File: src/ost_pkg.sv
// ----------------------------------------------------------------------------
// ost_pkg
// Shared types and constants for the ordered set table.
// ----------------------------------------------------------------------------
package ost_pkg;

  localparam int CAPACITY_DEF = 16;

  localparam int MODE_W  = 3;
  localparam int VALUE_W = 32;
  localparam int POS_W   = 8;
  localparam int COUNT_W = 5;

  // operation codes; codes 5..7 are ignored by the block
  typedef enum logic [MODE_W-1:0] {
    OP_ADD      = 3'd0,
    OP_CONTAINS = 3'd1,
    OP_REMOVE   = 3'd2,
    OP_GET      = 3'd3,
    OP_CLEAR    = 3'd4
  } op_t;

  typedef enum logic [2:0] {
    ST_IDLE,
    ST_SCAN,
    ST_SHIFT,
    ST_GET,
    ST_DONE
  } state_t;

endpackage

File: src/ost_in_if.sv
// ----------------------------------------------------------------------------
// ost_in_if
// Request channel: one operation per transaction.
// ----------------------------------------------------------------------------
interface ost_in_if;
  logic                                valid;
  logic                                ready;
  logic [ost_pkg::MODE_W-1:0]          mode;
  logic signed [ost_pkg::VALUE_W-1:0]  elem_value;
  logic [ost_pkg::POS_W-1:0]           position;

  modport source (output valid, mode, elem_value, position, input ready);
  modport sink   (input valid, mode, elem_value, position, output ready);
endinterface

File: src/ost_out_if.sv
// ----------------------------------------------------------------------------
// ost_out_if
// Result channel: one result per request transaction.
// ----------------------------------------------------------------------------
interface ost_out_if;
  logic                                valid;
  logic                                ready;
  logic                                found;
  logic signed [ost_pkg::VALUE_W-1:0]  read_value;
  logic [ost_pkg::COUNT_W-1:0]         entry_count;
  logic                                full_res;

  modport source (output valid, found, read_value, entry_count, full_res, input ready);
  modport sink   (input valid, found, read_value, entry_count, full_res, output ready);
endinterface

File: src/ordered_set_table_top.sv
// ----------------------------------------------------------------------------
// ordered_set_table_top
// Bounded set of distinct signed 32-bit values kept in insertion order.
// ----------------------------------------------------------------------------
// One request is taken at a time; in_chan.ready is high only while the
// sequencer is idle. The values live in a single-port-read, single-port-write
// synchronous RAM of CAPACITY words, and all searching goes through its one
// read port, one entry per cycle, pipelined against the compare. Clear and
// unused codes go straight to the result, get reads the addressed entry if
// it is below the count, and add and contains scan until a hit or the last
// entry. Remove of the last entry ends like a hit; remove of an earlier entry
// first finds it, then closes up the later entries one slot down, then loads
// the result. The sequencer returns to idle with the load, so the next
// transaction can be taken in the following cycle. The result sits in an
// output register, so a result can wait for out_chan.ready while the next
// request is already being worked on; a finished result holds the sequencer
// only if the previous one has not yet been taken. Entries at or above the
// count are never read, so the RAM needs no clearing after reset; count
// resets to zero.
// ----------------------------------------------------------------------------
module ordered_set_table_top #(
  parameter int CAPACITY = ost_pkg::CAPACITY_DEF
) (
  input  logic           clk,
  input  logic           rst_n,
  ost_in_if.sink         in_chan,
  ost_out_if.source      out_chan
);

  localparam int CW   = $clog2(CAPACITY + 1);   // count width
  localparam int IW   = $clog2(CAPACITY);       // RAM address width
  localparam int CMPW = (CW > ost_pkg::POS_W) ? CW : ost_pkg::POS_W;
  localparam int VW   = ost_pkg::VALUE_W;

  // sequencer state
  ost_pkg::state_t state_r, state_nxt;
  logic [CW-1:0]   count_r, count_nxt;
  logic [CW-1:0]   rd_idx_r, rd_idx_nxt;     // next RAM address to issue
  logic [CW-1:0]   cmp_idx_r, cmp_idx_nxt;   // index of mem_q (scan) or write target (shift)
  logic            rvld_r, rvld_nxt;         // mem_q holds data issued last cycle

  // latched request
  logic [ost_pkg::MODE_W-1:0] mode_r;
  logic [VW-1:0]              val_r;

  // pending result
  logic          res_found_r, res_found_nxt;
  logic [VW-1:0] res_rd_r, res_rd_nxt;
  logic          res_full_r, res_full_nxt;

  // output register
  logic                       out_valid_r;
  logic                       out_found_r;
  logic [VW-1:0]              out_rd_r;
  logic [ost_pkg::COUNT_W-1:0] out_count_r;
  logic                       out_full_r;
  logic                       out_load;

  // entry RAM
  logic [VW-1:0] entries [CAPACITY];
  logic [VW-1:0] mem_q;
  logic          mem_rd_en;
  logic [IW-1:0] mem_rd_addr;
  logic          mem_wr_en;
  logic [IW-1:0] mem_wr_addr;
  logic [VW-1:0] mem_wr_data;

  logic          in_acc;
  logic          hit;
  logic          miss;
  logic [CW-1:0] last_idx;

  assign in_chan.ready = (state_r == ost_pkg::ST_IDLE);
  assign in_acc        = in_chan.valid && in_chan.ready;

  assign last_idx = count_r - CW'(1);
  assign hit      = rvld_r && (mem_q == val_r);
  assign miss     = (count_r == '0) || (rvld_r && !hit && (cmp_idx_r == last_idx));

  always_ff @(posedge clk) begin
    if (mem_wr_en) entries[mem_wr_addr] <= mem_wr_data;
    if (mem_rd_en) mem_q <= entries[mem_rd_addr];
  end

  always_ff @(posedge clk) begin
    if (!rst_n) begin
      state_r <= ost_pkg::ST_IDLE;
      count_r <= '0;
      rvld_r  <= 1'b0;
    end else begin
      state_r <= state_nxt;
      count_r <= count_nxt;
      rvld_r  <= rvld_nxt;
    end
  end

  always_ff @(posedge clk) begin
    rd_idx_r    <= rd_idx_nxt;
    cmp_idx_r   <= cmp_idx_nxt;
    res_found_r <= res_found_nxt;
    res_rd_r    <= res_rd_nxt;
    res_full_r  <= res_full_nxt;
    if (in_acc) begin
      mode_r <= in_chan.mode;
      val_r  <= in_chan.elem_value;
    end
  end

  always_comb begin
    state_nxt     = state_r;
    count_nxt     = count_r;
    rd_idx_nxt    = rd_idx_r;
    cmp_idx_nxt   = cmp_idx_r;
    rvld_nxt      = 1'b0;
    res_found_nxt = res_found_r;
    res_rd_nxt    = res_rd_r;
    res_full_nxt  = res_full_r;
    mem_rd_en     = 1'b0;
    mem_rd_addr   = rd_idx_r[IW-1:0];
    mem_wr_en     = 1'b0;
    mem_wr_addr   = cmp_idx_r[IW-1:0];
    mem_wr_data   = mem_q;
    out_load      = 1'b0;

    case (state_r)
      ost_pkg::ST_IDLE: begin
        if (in_acc) begin
          res_found_nxt = 1'b0;
          res_rd_nxt    = '1;
          res_full_nxt  = 1'b0;
          rd_idx_nxt    = '0;
          case (in_chan.mode)
            ost_pkg::OP_ADD, ost_pkg::OP_CONTAINS, ost_pkg::OP_REMOVE: begin
              state_nxt = ost_pkg::ST_SCAN;
            end
            ost_pkg::OP_GET: begin
              if (CMPW'(in_chan.position) < CMPW'(count_r)) begin
                mem_rd_en   = 1'b1;
                mem_rd_addr = in_chan.position[IW-1:0];
                state_nxt   = ost_pkg::ST_GET;
              end else begin
                state_nxt = ost_pkg::ST_DONE;
              end
            end
            ost_pkg::OP_CLEAR: begin
              count_nxt     = '0;
              res_found_nxt = 1'b1;
              state_nxt     = ost_pkg::ST_DONE;
            end
            default: state_nxt = ost_pkg::ST_DONE;
          endcase
        end
      end

      ost_pkg::ST_SCAN: begin
        // keep one read in flight ahead of the compare
        if (rd_idx_r < count_r) begin
          mem_rd_en   = 1'b1;
          rd_idx_nxt  = rd_idx_r + CW'(1);
          cmp_idx_nxt = rd_idx_r;
          rvld_nxt    = 1'b1;
        end
        if (hit) begin
          rvld_nxt = 1'b0;
          case (mode_r)
            ost_pkg::OP_CONTAINS: begin
              res_found_nxt = 1'b1;
              state_nxt     = ost_pkg::ST_DONE;
            end
            ost_pkg::OP_REMOVE: begin
              if (cmp_idx_r == last_idx) begin
                count_nxt     = last_idx;
                res_found_nxt = 1'b1;
                state_nxt     = ost_pkg::ST_DONE;
              end else begin
                // close up: read p+1 onward, write each one slot down
                rd_idx_nxt = cmp_idx_r + CW'(1);
                state_nxt  = ost_pkg::ST_SHIFT;
              end
            end
            default: state_nxt = ost_pkg::ST_DONE;   // add of a held value
          endcase
        end else if (miss) begin
          rvld_nxt = 1'b0;
          if (mode_r == ost_pkg::OP_ADD) begin
            if (count_r < CW'(CAPACITY)) begin
              mem_wr_en     = 1'b1;
              mem_wr_addr   = count_r[IW-1:0];
              mem_wr_data   = val_r;
              count_nxt     = count_r + CW'(1);
              res_found_nxt = 1'b1;
            end else begin
              res_full_nxt = 1'b1;
            end
          end
          state_nxt = ost_pkg::ST_DONE;
        end
      end

      ost_pkg::ST_SHIFT: begin
        if (rd_idx_r < count_r) begin
          mem_rd_en   = 1'b1;
          rd_idx_nxt  = rd_idx_r + CW'(1);
          cmp_idx_nxt = rd_idx_r - CW'(1);
          rvld_nxt    = 1'b1;
        end
        if (rvld_r) begin
          mem_wr_en = 1'b1;
          if (cmp_idx_r == count_r - CW'(2)) begin
            rvld_nxt      = 1'b0;
            count_nxt     = last_idx;
            res_found_nxt = 1'b1;
            state_nxt     = ost_pkg::ST_DONE;
          end
        end
      end

      ost_pkg::ST_GET: begin
        res_rd_nxt    = mem_q;
        res_found_nxt = 1'b1;
        state_nxt     = ost_pkg::ST_DONE;
      end

      ost_pkg::ST_DONE: begin
        if (!out_valid_r || out_chan.ready) begin
          out_load  = 1'b1;
          state_nxt = ost_pkg::ST_IDLE;
        end
      end

      default: state_nxt = ost_pkg::ST_IDLE;
    endcase
  end

  // output register
  always_ff @(posedge clk) begin
    if (!rst_n) begin
      out_valid_r <= 1'b0;
    end else if (out_load) begin
      out_valid_r <= 1'b1;
    end else if (out_chan.ready) begin
      out_valid_r <= 1'b0;
    end
  end

  always_ff @(posedge clk) begin
    if (out_load) begin
      out_found_r <= res_found_r;
      out_rd_r    <= res_rd_r;
      out_count_r <= ost_pkg::COUNT_W'(count_r);
      out_full_r  <= res_full_r;
    end
  end

  assign out_chan.valid       = out_valid_r;
  assign out_chan.found       = out_found_r;
  assign out_chan.read_value  = out_rd_r;
  assign out_chan.entry_count = out_count_r;
  assign out_chan.full_res    = out_full_r;

endmodule

File: src/flat_wrapper.sv
// flat-port wrapper written by rule: the top's interface ports become plain ports
module ordered_set_table_top_flat 
#(
  parameter int CAPACITY = ost_pkg::CAPACITY_DEF
)
  (clk, rst_n, in_chan_valid, in_chan_mode, in_chan_elem_value, in_chan_position, in_chan_ready, out_chan_valid, out_chan_found, out_chan_read_value, out_chan_entry_count, out_chan_full_res, out_chan_ready);
  ost_in_if in_chan_i ();
  ost_out_if out_chan_i ();
  input  logic clk;
  input  logic rst_n;
  input wire logic [$bits(in_chan_i.valid)-1:0] in_chan_valid;
  input wire logic [$bits(in_chan_i.mode)-1:0] in_chan_mode;
  input wire logic [$bits(in_chan_i.elem_value)-1:0] in_chan_elem_value;
  input wire logic [$bits(in_chan_i.position)-1:0] in_chan_position;
  output wire logic [$bits(in_chan_i.ready)-1:0] in_chan_ready;
  output wire logic [$bits(out_chan_i.valid)-1:0] out_chan_valid;
  output wire logic [$bits(out_chan_i.found)-1:0] out_chan_found;
  output wire logic [$bits(out_chan_i.read_value)-1:0] out_chan_read_value;
  output wire logic [$bits(out_chan_i.entry_count)-1:0] out_chan_entry_count;
  output wire logic [$bits(out_chan_i.full_res)-1:0] out_chan_full_res;
  input wire logic [$bits(out_chan_i.ready)-1:0] out_chan_ready;
  assign in_chan_i.valid = in_chan_valid;
  assign in_chan_i.mode = in_chan_mode;
  assign in_chan_i.elem_value = in_chan_elem_value;
  assign in_chan_i.position = in_chan_position;
  assign in_chan_ready = in_chan_i.ready;
  assign out_chan_valid = out_chan_i.valid;
  assign out_chan_found = out_chan_i.found;
  assign out_chan_read_value = out_chan_i.read_value;
  assign out_chan_entry_count = out_chan_i.entry_count;
  assign out_chan_full_res = out_chan_i.full_res;
  assign out_chan_i.ready = out_chan_ready;
  ordered_set_table_top #(.CAPACITY(CAPACITY)) u_core (.clk(clk), .rst_n(rst_n), .in_chan(in_chan_i), .out_chan(out_chan_i));
endmodule
File: config.mk
export PLATFORM = sky130hd
export DESIGN_NAME = ordered_set_table_top_flat
export DESIGN_NICKNAME = d
export VERILOG_FILES = /design/src/ost_pkg.sv /design/src/ost_in_if.sv /design/src/ost_out_if.sv /design/src/ordered_set_table_top.sv /design/src/flat_wrapper.sv
export SDC_FILE = /design/constraint.sdc
export NUM_CORES = 1
export LEC_CHECK = 0
export ABC_AREA = 1
export BUFFER_PORTS_ARGS = -buffer_cell sky130_fd_sc_hd__buf_2
export CORE_UTILIZATION = 57
export DETAILED_ROUTE_END_ITERATION = 6
export PLACE_DENSITY = 0.74
export REMOVE_ABC_BUFFERS = 1
export SYNTH_ARGS = -nofsm -noshare
export SYNTH_HDL_FRONTEND = slang
export SYNTH_SLANG_ARGS = --single-unit
File: constraint.sdc
create_clock -name clk -period 4.7 [get_ports clk]
set_input_delay 0.47 -clock clk [delete_from_list [all_inputs] [get_ports clk]]
set_output_delay 0.47 -clock clk [all_outputs]
set_load 0.005 [all_outputs]
==> run metrics <==
core area 0.0514 mm2; Reg clk slew, reported paths 0.06 ns; Total GRT Usage 0.289; Post-Syn Area per Cell 10.3 um2; CTS tree yes; status completed; area delta synth->final 12.3%; Slew Viols, Final 0; Residual DRC 0; leakage 14.0 nW; post-CTS setup buffers 0; Clock Latency Late Sink 0.61 ns; max-cap violations 0; leading cell type in the layout, fill and taps excluded nand2_1; Worst Path Arrival 4.25 ns; CTS Hold Bufs 0; worst-case clock buffer depth 3; worst min path class input pin to register; Metal-1 WL 30.4 mm; first-pass GRT wire length roughly 110 mm; drt first pass iters 6; Area contributors post-synth edfxtp_1 (67%), nand2_1 (12%), nand3_1 (7.0%), inv_1 (6.4%), buf_2 (1.6%); combinational family with the most area after synthesis simple AND/OR/NAND/NOR gates; largest net degree at the start of global routing 88; Max FO, Critical Path 38; antenna diode count 0; H-tree depth 3; Vias/cell around 5.5; NumNets Final 3064; Non-Filler Instances 3733; Crit Path Category register to register; headroom to the max-slew limit 0.323; CTS sink count 672; post-synth top area share 0.670; Post-Synth Adder-Cell Area 0.00675; Placed Cells 3609; cell taking the most area after synthesis edfxtp_1; Syn. warnings 0; total chip power about 19 mW; sequential fraction of the synthesis area 0.677; Post-CTS Resized 0; power density over the cells ~570 mW/mm2; clock share of power 0.271; Yosys cell types 38; wire per inst 20.1 um; Die Y 230 um; Layout Skew between 0.02 and 0.025 ns; FF+latch count, synth between 600 and 700; GRT overflow 0; Tightest Pin Transition about 1 ns; Initial Utilization 0.577; Worst EP required between 4 and 5 ns; post-synthesis xor/xnor area fraction 0.00856; via count 20600; part of the power in combinational logic 0.321; Post-DP HPWL 44.1 mm; endpoint class of the critical path register; # IOs 88; Synth Instances 2886; WL met3 6.21 mm; Die X between 200 and 250 um; asr flop ratio synth 0; final hold violation count 0; GPL Wtd Cong 0.874; root buffer cell clkbuf_16; DRT iter0 DRCs 2293; mux contribution to synthesized area 0; DRT antenna net count 0; top sig layer met5; most frequent cells in the layout nand2_1 (928), edfxtp_1 (662), inv_1 (507); compound-cell area share of the yosys netlist 0.0135; VDD IR max about 0.00041 V; CP Launch Type register; final setup violation count 0; ys flop type edfxtp_1; Post-Synth Simple-Gate Area 0.207; WL final 75.2 mm; initial antenna violation count 2; routed wl met2 35.7 mm; IO Port Bufs 87; Flop pwr share 0.408; NetSw 6.86 mW; CTS Buf Count 70; min Tclk post-route 3.96 ns; Site Rows 83; Internal ~12 mW; share of layout cells above drive strength 1 0.102; unrepaired setup endpoints after global routing false; die area 0.0530 mm2; synthesized cell area a little under 0.03 mm2; switching share of power 0.364; number of flops mapped to enable cells by yosys between 600 and 700; Max Fclk 0.252 GHz; Final period util 0.843; number of global-route vias before repair roughly 20000
-- cell families (layout without fill, tap and decap cells) --
group | count (synthesis) | in the layout
buf+inv | 633 | 800
compound gates | 74 | 74
simple gates | 1462 | 1462
xor+xnor | 29 | 29
flops | 672 | 672
fa+ha+maj | 16 | 16
-- metrics by stage --
stage / hold WS [ns] / utilization / setup TNS, ns / worst slack [ns] / area (um2)
after floorplan: 0.400 / - / -48.12 / -1.51 / 29000
after global placement: 0.402 / 0.608 / 0 / 0.905 / 31200
after detailed placement: 0.405 / 0.608 / 0 / 0.815 / 31200
after CTS: 0.0119 / 0.648 / 0 / 0.783 / 33300
after global routing: 0.0181 / 0.648 / 0 / 0.463 / 33300
final: 0.0326 / 0.648 / 0 / 0.739 / 33300
-- cells in the mapped netlist, types with 2 or more instances --
| cell | n |
|---|---|
| nand3_2 | 2 |
| nand2_2 | 9 |
| nor2_2 | 7 |
| buf_2 | 92 |
| nor2_1 | 73 |
| xnor2_1 | 13 |
| dfxtp_1 | 10 |
| ha_1 | 16 |
| buf_6 | 6 |
| nand2_1 | 932 |
| nand4_1 | 8 |
| o21ai_2 | 3 |
| a21oi_1 | 6 |
| o21ai_1 | 8 |
| nor3_1 | 8 |
| inv_1 | 507 |
| o22ai_1 | 3 |
| clkbuf_1 | 12 |
| xor2_1 | 16 |
| o21ai_0 | 49 |
| inv_2 | 7 |
| buf_4 | 8 |
| edfxtp_1 | 662 |
| nand3_1 | 414 |
| or2_2 | 2 |
-- cell type report --
cell class                      count  area, um2
Inverter                          514       1930
Clock buffer                       89       1840
Tap cell                          680        851
Fill cell                        3880      18100
Timing Repair Buffer              162       1170
Clock inverter                     35        224
Multi-Input combinational cell   1581       7200
Sequential cell                   672      20100
-- power groups by stage --
stage,Sequential (mW),Combinational (mW),Clock [mW]
floorplan,7.76,4.26,0
global placement,7.79,5.84,0
detailed placement,7.81,5.98,0
CTS,7.69,6.02,5.16
global route,7.72,6.64,5.40
finish,7.69,6.05,5.12
-- critical path, stage by stage, from the launching register on --
cell and delay, ns:
edfxtp_1 0.44, inv_1 0.12, nand2_1 0.06, nand2_1 0.06
nand2_1 0.11, nor2_1 0.20, nand2_1 0.11, nor2_1 0.29
nand3_1 0.12, nand2_1 0.24, nor2_2 0.08, nand2_4 0.35
nand2_1 0.09, o21ai_1 0.14, nand3_1 0.36, nor2_4 0.53
buf_12 0.31
-- state kept, by name, summed over array words and instances, names as in the netlist --
signal	flops
u_core.entries	512
u_core.mem_q	32
u_core.out_chan.read_value	32
u_core.res_rd_r	32
u_core.val_r	32
u_core.cmp_idx_r	5
u_core.count_r	5
u_core.out_chan.entry_count	5
u_core.rd_idx_r	5
u_core.mode_r	3
u_core.state_r	3
u_core.out_chan.found	1
u_core.out_chan.full_res	1
u_core.out_chan.valid	1
u_core.res_found_r	1
u_core.res_full_r	1
u_core.rvld_r	1
-- final timing paths --
path	cells after the start	slack [ns]	from	end
setup / recovery	16	0.74	u_core.mem_q[23]	u_core.entries[8][11]
hold / removal	1	0.03	in_chan_elem_value[5]	u_core.val_r[5]
setup reg to reg	16	0.74	u_core.mem_q[23]	u_core.entries[8][11]
hold reg to reg	0	0.42	u_core.res_rd_r[22]	u_core.out_chan.read_value[22]
-- routing by layer --
layer | track usage | up-vias
met5 | 0 | -
met1 | 0.395 | 9837
met3 | 0.0443 | 185
met4 | 0.118 | 4
met2 | 0.464 | 979
li1 | - | 9554
No activity file was read; power rests on OpenSTA's default activity.
